--- src/rtl/tprs_pkg.sv ---
// Shared types and constants for the timer prescaler and reload search block.
package tprs_pkg;

  // Reset value of the timer clock register
  localparam logic [31:0] TimerClkReset = 32'd108000000;
  // Error value that means no step has been accepted yet
  localparam logic [31:0] ErrNone       = 32'hFFFF_FFFF;
  // Largest reload + 1 a 16-bit reload can express
  localparam logic [31:0] ReloadSpan    = 32'd65536;
  // Last prescaler value of the sweep
  localparam logic [15:0] PscLast       = 16'hFFFF;

  // Divider operand selection codes
  localparam logic [1:0] DivQuot = 2'd0;  // timer clock / (prescaler + 1)
  localparam logic [1:0] DivPer  = 2'd1;  // rounded quotient / target
  localparam logic [1:0] DivHz   = 2'd2;  // quotient / period

  // Commands from the controller to the datapath
  typedef struct packed {
    logic       load;       // take a new target, restart the sweep
    logic       div_start;  // launch the divider
    logic [1:0] div_sel;    // which division to launch
    logic       update;     // keep the current step as the best one
    logic       next_p;     // advance the prescaler
  } tprs_cmd_t;

  // Status from the datapath to the controller
  typedef struct packed {
    logic div_done;     // divider result ready and captured
    logic quot_zero;    // clock quotient is zero
    logic period_ok;    // reload + 1 lies in 1..65536
    logic better;       // current error beats the best so far
    logic exact;        // current error is zero
    logic quot_lt_tgt;  // quotient below the target
    logic p_last;       // prescaler at its last value
  } tprs_stat_t;

endpackage

--- src/rtl/tprs_div.sv ---
// Radix-2 restoring divider, 32-bit unsigned, one quotient bit per cycle.
module tprs_div (
  input  logic        clk_i,
  input  logic        rst_ni,
  input  logic        start_i,
  input  logic [31:0] dividend_i,
  input  logic [31:0] divisor_i,
  output logic        done_o,
  output logic [31:0] quotient_o
);

  logic [31:0] rem_q, rem_d;
  logic [31:0] quo_q, quo_d;
  logic [31:0] dvs_q;
  logic [4:0]  cnt_q, cnt_d;
  logic        busy_q, busy_d;
  logic        done_q, done_d;
  logic [32:0] shifted;
  logic [32:0] diff;
  logic        ge;

  // One restoring step: shift in the next dividend bit, try to subtract
  assign shifted = {rem_q, quo_q[31]};
  assign diff    = shifted - {1'b0, dvs_q};
  assign ge      = ~diff[32];

  always_comb begin
    rem_d  = rem_q;
    quo_d  = quo_q;
    cnt_d  = cnt_q;
    busy_d = busy_q;
    done_d = 1'b0;
    if (start_i) begin
      rem_d  = '0;
      quo_d  = dividend_i;
      cnt_d  = '0;
      busy_d = 1'b1;
    end else if (busy_q) begin
      rem_d = ge ? diff[31:0] : shifted[31:0];
      quo_d = {quo_q[30:0], ge};
      cnt_d = cnt_q + 5'd1;
      if (cnt_q == 5'd31) begin
        busy_d = 1'b0;
        done_d = 1'b1;
      end
    end
  end

  // Control state
  always_ff @(posedge clk_i or negedge rst_ni) begin
    if (!rst_ni) begin
      busy_q <= 1'b0;
      done_q <= 1'b0;
      cnt_q  <= '0;
    end else begin
      busy_q <= busy_d;
      done_q <= done_d;
      cnt_q  <= cnt_d;
    end
  end

  // Working registers
  always_ff @(posedge clk_i) begin
    rem_q <= rem_d;
    quo_q <= quo_d;
    if (start_i) begin
      dvs_q <= divisor_i;
    end
  end

  assign done_o     = done_q;
  assign quotient_o = quo_q;

endmodule

--- src/rtl/tprs_dp.sv ---
// Datapath: sweep registers, shared divider and best-candidate tracking.
module tprs_dp (
  input  logic                 clk_i,
  input  logic                 rst_ni,
  input  tprs_pkg::tprs_cmd_t  cmd_i,
  output tprs_pkg::tprs_stat_t stat_o,
  input  logic [31:0]          timer_clock_hz_i,
  input  logic [31:0]          target_hz_i,
  output logic [15:0]          prescaler_o,
  output logic [15:0]          reload_o,
  output logic [31:0]          actual_hz_o
);

  logic [31:0] target_q;
  logic [15:0] p_q;
  logic [31:0] quot_q;
  logic [31:0] period_q;
  logic [31:0] hz_q;
  logic [1:0]  sel_q;
  logic [31:0] min_err_q;
  logic [15:0] best_psc_q;
  logic [15:0] best_rel_q;
  logic [31:0] best_hz_q;

  logic [31:0] dvd;
  logic [31:0] dvs;
  logic        div_done;
  logic [31:0] div_quo;
  logic [31:0] err;
  logic [15:0] rel_m1;

  // Divider operand select; the rounding sum wraps at 32 bits
  always_comb begin
    case (cmd_i.div_sel)
      tprs_pkg::DivQuot: begin
        dvd = timer_clock_hz_i;
        dvs = {16'd0, p_q} + 32'd1;
      end
      tprs_pkg::DivPer: begin
        dvd = quot_q + {1'b0, target_q[31:1]};
        dvs = target_q;
      end
      tprs_pkg::DivHz: begin
        dvd = quot_q;
        dvs = period_q;
      end
      default: begin
        dvd = quot_q;
        dvs = target_q;
      end
    endcase
  end

  tprs_div u_div (
    .clk_i      (clk_i),
    .rst_ni     (rst_ni),
    .start_i    (cmd_i.div_start),
    .dividend_i (dvd),
    .divisor_i  (dvs),
    .done_o     (div_done),
    .quotient_o (div_quo)
  );

  // Absolute error of the current step
  assign err    = (hz_q > target_q) ? (hz_q - target_q) : (target_q - hz_q);
  assign rel_m1 = period_q[15:0] - 16'd1;

  // Item and sweep registers
  always_ff @(posedge clk_i) begin
    if (cmd_i.load) begin
      target_q <= (target_hz_i == 32'd0) ? 32'd1 : target_hz_i;
      p_q      <= '0;
    end else if (cmd_i.next_p) begin
      p_q <= p_q + 16'd1;
    end
    if (cmd_i.div_start) begin
      sel_q <= cmd_i.div_sel;
    end
    // Capture the divider result into the register it was launched for
    if (div_done) begin
      case (sel_q)
        tprs_pkg::DivQuot: quot_q   <= div_quo;
        tprs_pkg::DivPer:  period_q <= div_quo;
        tprs_pkg::DivHz:   hz_q     <= div_quo;
        default:           hz_q     <= div_quo;
      endcase
    end
  end

  // Best candidate so far
  always_ff @(posedge clk_i) begin
    if (cmd_i.load) begin
      min_err_q  <= tprs_pkg::ErrNone;
      best_psc_q <= '0;
      best_rel_q <= '0;
      best_hz_q  <= '0;
    end else if (cmd_i.update) begin
      min_err_q  <= err;
      best_psc_q <= p_q;
      best_rel_q <= rel_m1;
      best_hz_q  <= hz_q;
    end
  end

  // Status toward the controller
  assign stat_o.div_done    = div_done;
  assign stat_o.quot_zero   = (quot_q == 32'd0);
  assign stat_o.period_ok   = (period_q != 32'd0) && (period_q <= tprs_pkg::ReloadSpan);
  assign stat_o.better      = (err < min_err_q);
  assign stat_o.exact       = (err == 32'd0);
  assign stat_o.quot_lt_tgt = (quot_q < target_q);
  assign stat_o.p_last      = (p_q == tprs_pkg::PscLast);

  assign prescaler_o = best_psc_q;
  assign reload_o    = best_rel_q;
  assign actual_hz_o = best_hz_q;

endmodule

--- src/rtl/tprs_ctrl.sv ---
// Controller: sequences the up to three divisions of each sweep step and the handshakes.
module tprs_ctrl (
  input  logic                 clk_i,
  input  logic                 rst_ni,
  input  logic                 in_valid_i,
  output logic                 in_ready_o,
  output logic                 out_valid_o,
  input  logic                 out_ready_i,
  output tprs_pkg::tprs_cmd_t  cmd_o,
  input  tprs_pkg::tprs_stat_t stat_i
);

  localparam logic [3:0] SIdle   = 4'd0;
  localparam logic [3:0] SQStart = 4'd1;
  localparam logic [3:0] SQWait  = 4'd2;
  localparam logic [3:0] SPStart = 4'd3;
  localparam logic [3:0] SPWait  = 4'd4;
  localparam logic [3:0] SHStart = 4'd5;
  localparam logic [3:0] SHWait  = 4'd6;
  localparam logic [3:0] SEval   = 4'd7;
  localparam logic [3:0] SOut    = 4'd8;

  logic [3:0] state_q, state_d;

  // Next state and commands
  always_comb begin
    state_d          = state_q;
    cmd_o            = '0;
    cmd_o.div_sel    = tprs_pkg::DivQuot;
    case (state_q)
      SIdle: begin
        if (in_valid_i) begin
          cmd_o.load = 1'b1;
          state_d    = SQStart;
        end
      end
      SQStart: begin
        cmd_o.div_start = 1'b1;
        cmd_o.div_sel   = tprs_pkg::DivQuot;
        state_d         = SQWait;
      end
      SQWait: begin
        if (stat_i.div_done) begin
          state_d = SPStart;
        end
      end
      SPStart: begin
        if (stat_i.quot_zero) begin
          state_d = SOut;
        end else begin
          cmd_o.div_start = 1'b1;
          cmd_o.div_sel   = tprs_pkg::DivPer;
          state_d         = SPWait;
        end
      end
      SPWait: begin
        if (stat_i.div_done) begin
          state_d = SHStart;
        end
      end
      SHStart: begin
        // Reload out of range: skip this prescaler, no early stop
        if (!stat_i.period_ok) begin
          if (stat_i.p_last) begin
            state_d = SOut;
          end else begin
            cmd_o.next_p = 1'b1;
            state_d      = SQStart;
          end
        end else begin
          cmd_o.div_start = 1'b1;
          cmd_o.div_sel   = tprs_pkg::DivHz;
          state_d         = SHWait;
        end
      end
      SHWait: begin
        if (stat_i.div_done) begin
          state_d = SEval;
        end
      end
      SEval: begin
        cmd_o.update = stat_i.better;
        if ((stat_i.better && stat_i.exact) || stat_i.quot_lt_tgt || stat_i.p_last) begin
          state_d = SOut;
        end else begin
          cmd_o.next_p = 1'b1;
          state_d      = SQStart;
        end
      end
      SOut: begin
        if (out_ready_i) begin
          state_d = SIdle;
        end
      end
      default: begin
        state_d = SIdle;
      end
    endcase
  end

  always_ff @(posedge clk_i or negedge rst_ni) begin
    if (!rst_ni) begin
      state_q <= SIdle;
    end else begin
      state_q <= state_d;
    end
  end

  assign in_ready_o  = (state_q == SIdle);
  assign out_valid_o = (state_q == SOut);

endmodule

--- src/rtl/timer_prescaler_reload_search_top.sv ---
// Top level of the timer prescaler and reload search block.
// Give it a target frequency beat and it returns one result beat with the 16-bit
// prescaler and reload pair whose output frequency timer_clock_hz /
// ((prescaler+1) * (reload+1)) is closest to the target, plus the frequency that
// pair achieves; a target of zero counts as one, and an all-zero result means no
// pair fit (this includes a timer clock of zero). The prescaler is swept upward
// from zero; each sweep step runs up to three 32-bit divisions on one shared
// radix-2 divider that retires one quotient bit per cycle. The sweep ends early on
// a zero quotient, an exact match or, when the reload is in range, a quotient
// below the target. One item is in flight at a time; write timer_clock_hz only
// while no item is pending.
module timer_prescaler_reload_search_top (
  input  logic        clk_i,
  input  logic        rst_ni,
  // Configuration
  input  logic        cfg_we_i,
  input  logic [31:0] cfg_wdata_i,
  // Target beat
  input  logic        in_valid_i,
  output logic        in_ready_o,
  input  logic [31:0] target_hz_i,
  // Result beat
  output logic        out_valid_o,
  input  logic        out_ready_i,
  output logic [15:0] prescaler_o,
  output logic [15:0] reload_o,
  output logic [31:0] actual_hz_o
);

  logic [31:0]          timer_clock_hz_q;
  tprs_pkg::tprs_cmd_t  cmd;
  tprs_pkg::tprs_stat_t stat;

  // Timer clock register
  always_ff @(posedge clk_i or negedge rst_ni) begin
    if (!rst_ni) begin
      timer_clock_hz_q <= tprs_pkg::TimerClkReset;
    end else if (cfg_we_i) begin
      timer_clock_hz_q <= cfg_wdata_i;
    end
  end

  tprs_ctrl u_ctrl (
    .clk_i       (clk_i),
    .rst_ni      (rst_ni),
    .in_valid_i  (in_valid_i),
    .in_ready_o  (in_ready_o),
    .out_valid_o (out_valid_o),
    .out_ready_i (out_ready_i),
    .cmd_o       (cmd),
    .stat_i      (stat)
  );

  tprs_dp u_dp (
    .clk_i            (clk_i),
    .rst_ni           (rst_ni),
    .cmd_i            (cmd),
    .stat_o           (stat),
    .timer_clock_hz_i (timer_clock_hz_q),
    .target_hz_i      (target_hz_i),
    .prescaler_o      (prescaler_o),
    .reload_o         (reload_o),
    .actual_hz_o      (actual_hz_o)
  );

  // An accepted target never yields a result in the very next cycle
  assert property (@(posedge clk_i) disable iff (!rst_ni)
    (in_valid_i && in_ready_o) |=> !out_valid_o)
    else $error("result beat right after target accept");

  // The divider is never relaunched while it reports a finished result
  assert property (@(posedge clk_i) disable iff (!rst_ni)
    stat.div_done |-> !cmd.div_start)
    else $error("divider relaunched on done");

  // A zero achieved frequency only comes with the all-zero no-fit result
  assert property (@(posedge clk_i) disable iff (!rst_ni)
    (out_valid_o && actual_hz_o == 32'd0) |-> (prescaler_o == 16'd0 && reload_o == 16'd0))
    else $error("zero frequency with nonzero pair");

  // Best candidate is only updated on a step that improves the error
  assert property (@(posedge clk_i) disable iff (!rst_ni)
    cmd.update |-> (stat.better && stat.period_ok && !stat.quot_zero))
    else $error("best candidate updated on an invalid step");

endmodule
--- config.mk ---
export PLATFORM = sky130hd
export DESIGN_NAME = timer_prescaler_reload_search_top
export DESIGN_NICKNAME = d
export VERILOG_FILES = /design/src/rtl/tprs_pkg.sv /design/src/rtl/tprs_div.sv /design/src/rtl/tprs_dp.sv /design/src/rtl/tprs_ctrl.sv /design/src/rtl/timer_prescaler_reload_search_top.sv
export SDC_FILE = /design/constraint.sdc
export NUM_CORES = 1
export LEC_CHECK = 0
export BUFFER_PORTS_ARGS = -buffer_cell sky130_fd_sc_hd__buf_2
export CORE_ASPECT_RATIO = 1.5
export CORE_MARGIN = 2
export CORE_UTILIZATION = 50
export CTS_CLUSTER_DIAMETER = 150
export CTS_CLUSTER_SIZE = 16
export DETAILED_ROUTE_END_ITERATION = 8
export PLACE_DENSITY = 0.75
export SYNTH_ARGS = -nofsm -noshare
export SYNTH_HDL_FRONTEND = slang
export SYNTH_HIERARCHICAL = 1
export SYNTH_SLANG_ARGS = --single-unit
--- constraint.sdc ---
create_clock -name clk_i -period 6.2 [get_ports clk_i]
set_clock_uncertainty 0.2 [all_clocks]
set_input_delay 1.24 -clock clk_i [delete_from_list [all_inputs] [get_ports clk_i]]
set_output_delay 1.24 -clock clk_i [all_outputs]
set_load 0.02 [all_outputs]
==> impl_metrics.env <==
export IMPL_hold_violations=0
export IMPL_io_pins=135
export IMPL_yosysUniqueCellTypes=93
export IMPL_ys_ff_latch=381
export IMPL_status="finished, final reports clean"
export IMPL_cp_buffers_inverters=5
export IMPL_synth_main_ff_cell="edfxtp_1"
export IMPL_drt_wirelength_per_cell_um=22.7
export IMPL_root_buffer="clkbuf_16"
export IMPL_met1_usage_pct=33.1
export IMPL_grtUsageMet3_pct=2.76
export IMPL_yosysTopAreaCell="edfxtp_1"
export IMPL_rsz0062_at_grt="true"
export IMPL_antenna_cells=0
export IMPL_cts_htree_levels=1
export IMPL_slowest_delay_ns=0.49
export IMPL_critPathMaxFanout=8
export IMPL_grt_max_degree=112
export IMPL_io_buffers=134
export IMPL_die_area_um2=49100
export IMPL_fin_crit_ns=5.96
export IMPL_cp_slowest_cell="edfxtp_1"
export IMPL_max_freq_mhz=168
export IMPL_yosys_top_cells_area="edfxtp_1 25%, dfxtp_1 12%, ha_1 10%"
export IMPL_grt_use_met2_pct=50.2
export IMPL_slew_headroom_pct=26.1
export IMPL_vias_per_cell=6.08
export IMPL_die_x_um=182
export IMPL_syn_to_final_growth_pct=11.3
export IMPL_period_share_pct=96.2
export IMPL_nets=2810
export IMPL_critPathKind="flop to flop"
export IMPL_synth_nets=2678
export IMPL_cts_max_path_buffers=3
export IMPL_hold_slack_ns=0.291
export IMPL_max_vdd_ir_drop_mv=0.302
export IMPL_synth_warning_count=6
export IMPL_cts_tree="done"
export IMPL_syn_avg_cell_area_um2=9.80
export IMPL_synth_top_area_share_pct=24.6
export IMPL_grt_pass1_wl_mm=109
export IMPL_required_ns=6.44
export IMPL_dp_hpwl_mm=54.9
export IMPL_final_common_cell="nor2_1"
export IMPL_dpl_cell_count=3095
export IMPL_power_leakage_uw=0.0113
export IMPL_fp_dieH_um=270
export IMPL_start_util_pct=50.6
export IMPL_tightest_slew_ns=1.11
export IMPL_synth_area_um2=23600
export IMPL_final_cell_mix="200 x nor2_1, 194 x edfxtp_1, 188 x ha_1"
export IMPL_core_um2=46700
export IMPL_placed_area_um2=25300
export IMPL_synth_edf_count=194
export IMPL_fin_setup_tns_ns=0
export IMPL_gp_congestion=0.991
export IMPL_grt_busiest_layer="met2"
export IMPL_p_total_uw=11200
export IMPL_wl_mm=71.8
export IMPL_crit_arrival_ns=6.21
export IMPL_cts_clk_slew_worst_paths_ns=0.08
export IMPL_vias=19212
export IMPL_first_iter_violations=1546
export IMPL_critPathLaunchType="flop"
export IMPL_grt_ovfl_total=0
export IMPL_r2r_slack_ns=0.24
export IMPL_grt_use_total_pct=28.6
export IMPL_rows=97
export IMPL_drive_above_1_share_pct=16.3
export IMPL_crit_family="compound AO/OA/AOI/OAI gates"
export IMPL_synth_seq_area_share_pct=41.5
export IMPL_first_pass_iters=7
export IMPL_synthCells=2413
export IMPL_endpoint_kind="flop"
export IMPL_async_reset_ff_share_pct=11.3
export IMPL_setup_viol=0
export IMPL_slew_viol_final=0
export IMPL_cts_inserted_buffers=27
export IMPL_power_density_nw_per_um2=425
export IMPL_final_cell_area_um2=26300
export IMPL_drc=0
export IMPL_clock_latency_ns=0.59
export IMPL_grt_pass1_vias=18978
export IMPL_antenna_left=0
export IMPL_hold_path_class="flop to flop"
export IMPL_cts_sinks=381
export IMPL_final_instance_count_excl_fill=3160
export IMPL_antenna_found_initial=1
export IMPL_cap_violations=0
==> path summary, 6_finish.rpt <==
path / start / end / cells after the start
hold / removal: u_dp/min_err_q[26]$_SDFFE_PP1P_ / u_dp/min_err_q[26]$_SDFFE_PP1P_ / 2
min in group asynchronous: rst_ni / timer_clock_hz_q[4]$_DFFE_PN0P_ / 1
hold reg to reg: u_dp/min_err_q[26]$_SDFFE_PP1P_ / u_dp/min_err_q[26]$_SDFFE_PP1P_ / 2
setup reg to reg: u_dp/hz_q[21]$_DFFE_PP_ / u_dp/prescaler_o[2]$_SDFFE_PP0P_ / 27
setup / recovery: u_dp/hz_q[21]$_DFFE_PP_ / u_dp/prescaler_o[2]$_SDFFE_PP0P_ / 27
max in group asynchronous: rst_ni / u_dp/u_div/busy_q$_DFF_PN0_ / 1
==> worst register-to-register path, cell delays in order, from the launching register on <==
cell and delay [ns]:
edfxtp_1 0.49, ha_1 0.41, a21oi_2 0.25, o21ai_0 0.13, a21oi_1 0.23, o211ai_1 0.13, buf_4 0.18, o21ai_2 0.21
buf_4 0.16, o31ai_1 0.08, xnor2_1 0.31, ha_1 0.31, o21a_1 0.11, o21a_1 0.16, o21a_1 0.17, o211ai_1 0.17
a21oi_1 0.09, o31ai_1 0.29, a21oi_1 0.12, o311a_1 0.31, a211oi_2 0.15, buf_4 0.18, nand2_1 0.09, nor2_4 0.23
buf_6 0.21, clkbuf_16 0.19, mux2i_1 0.20, nor2_1 0.06
==> stage by stage <==
| stage | util (%) | setup slack, ns |
|---|---|---|
| 4_1_cts | 55.8 | 0.124 |
| 5_1_grt | 56.3 | -0.112 |
| 6_report | 56.3 | 0.237 |
| 3_3_place_gp | 54.1 | 0.0965 |
| 3_5_place_dp | 54.1 | -0.0338 |
| 2_1_floorplan | - | 0.316 |
==> metal layers <==
metal | routed length [um] | vias to the layer above
met5 | 17 | -
met4 | 5490 | 2
met3 | 3970 | 235
met2 | 35100 | 798
met1 | 27300 | 9222
li1 | - | 8955
==> state kept, by name (all words and copies together) (netlist names) <==
name                   flops
u_dp/reload_o             16
u_dp/u_div/cnt_q           5
u_dp/target_q             32
u_dp/u_div/busy_q          1
u_dp/u_div/dvs_q          32
u_dp/prescaler_o          16
u_dp/u_div/rem_q          32
u_dp/u_div/quotient_o     32
timer_clock_hz_q          32
u_dp/min_err_q            32
u_dp/period_q             32
u_dp/p_q                  16
u_dp/quot_q               32
u_dp/sel_q                 2
u_dp/u_div/done_o          1
u_dp/hz_q                 32
u_dp/actual_hz_o          32
u_ctrl/state_q             4
==> cells in the mapped netlist (5+ instances only) <==
| library cell | number |
|---|---|
| o21a_1 | 23 |
| xor2_1 | 48 |
| dfstp_2 | 14 |
| a21boi_0 | 5 |
| buf_1 | 13 |
| nand3b_1 | 5 |
| a211o_1 | 7 |
| o31a_1 | 6 |
| a22o_1 | 16 |
| or2_2 | 5 |
| a21oi_1 | 151 |
| mux2_2 | 41 |
| edfxtp_1 | 194 |
| mux2i_1 | 108 |
| inv_1 | 162 |
| and3_1 | 25 |
| clkbuf_1 | 94 |
| o211ai_1 | 42 |
| or3_1 | 9 |
| nor4_1 | 32 |
| a31oi_1 | 15 |
| mux2_4 | 30 |
| o31ai_1 | 9 |
| o21bai_1 | 14 |
| buf_2 | 24 |
| nor2_1 | 203 |
| a311oi_1 | 11 |
| a21o_1 | 66 |
| ha_1 | 192 |
| nor3_1 | 28 |
| nand2b_1 | 21 |
| nor2b_1 | 28 |
| dfrtp_1 | 29 |
| nand3_1 | 28 |
| and2_1 | 13 |
| o21ai_0 | 112 |
| a211oi_1 | 58 |
| nand4_1 | 31 |
| a41oi_1 | 5 |
| xnor2_1 | 76 |
| buf_4 | 6 |
| nor3b_1 | 7 |
| dfxtp_1 | 144 |
| nand2_1 | 168 |
==> logic make-up (layout without fill, tap and decap cells) <==
family | count (synthesis) | in the layout | synth area share, %
muxes | 180 | 180 | 8.48
adders and majority gates | 196 | 196 | 10.5
and+or+nand+nor | 630 | 630 | 12.9
buffers and inverters | 306 | 459 | 5.36
AOI/OAI and AO/OA | 596 | 596 | 16.7
DFF | 381 | 381 | 41.5
xor gates and xnor gates | 124 | 124 | 4.59
==> power breakdown <==
part           switching [uW]  internal (uW)
combinational            3140           2320
clock                     915            829
sequential                502           3480
==> layout make-up <==
| cell class | count | area [um^2] |
|---|---|---|
| fillers | 4036 | 20400 |
| multi-input cells | 1726 | 12700 |
| flip-flops and latches | 381 | 9800 |
| repair buffers | 246 | 1660 |
| clock buffers | 48 | 754 |
| well taps | 594 | 743 |
| inverters | 163 | 612 |
| clock inverters | 2 | 25.0 |
==> repair_timing <==
action / CTS / global route
resized for setup: 0 / 24
gates cloned: 0 / 2
setup buffers: 2 / 11
hold buffers: 0 / 0
pin swaps: 0 / 9
endpoints found under the setup margin: 75 / 112
Note: power is estimated with default switching activity, not from simulation.
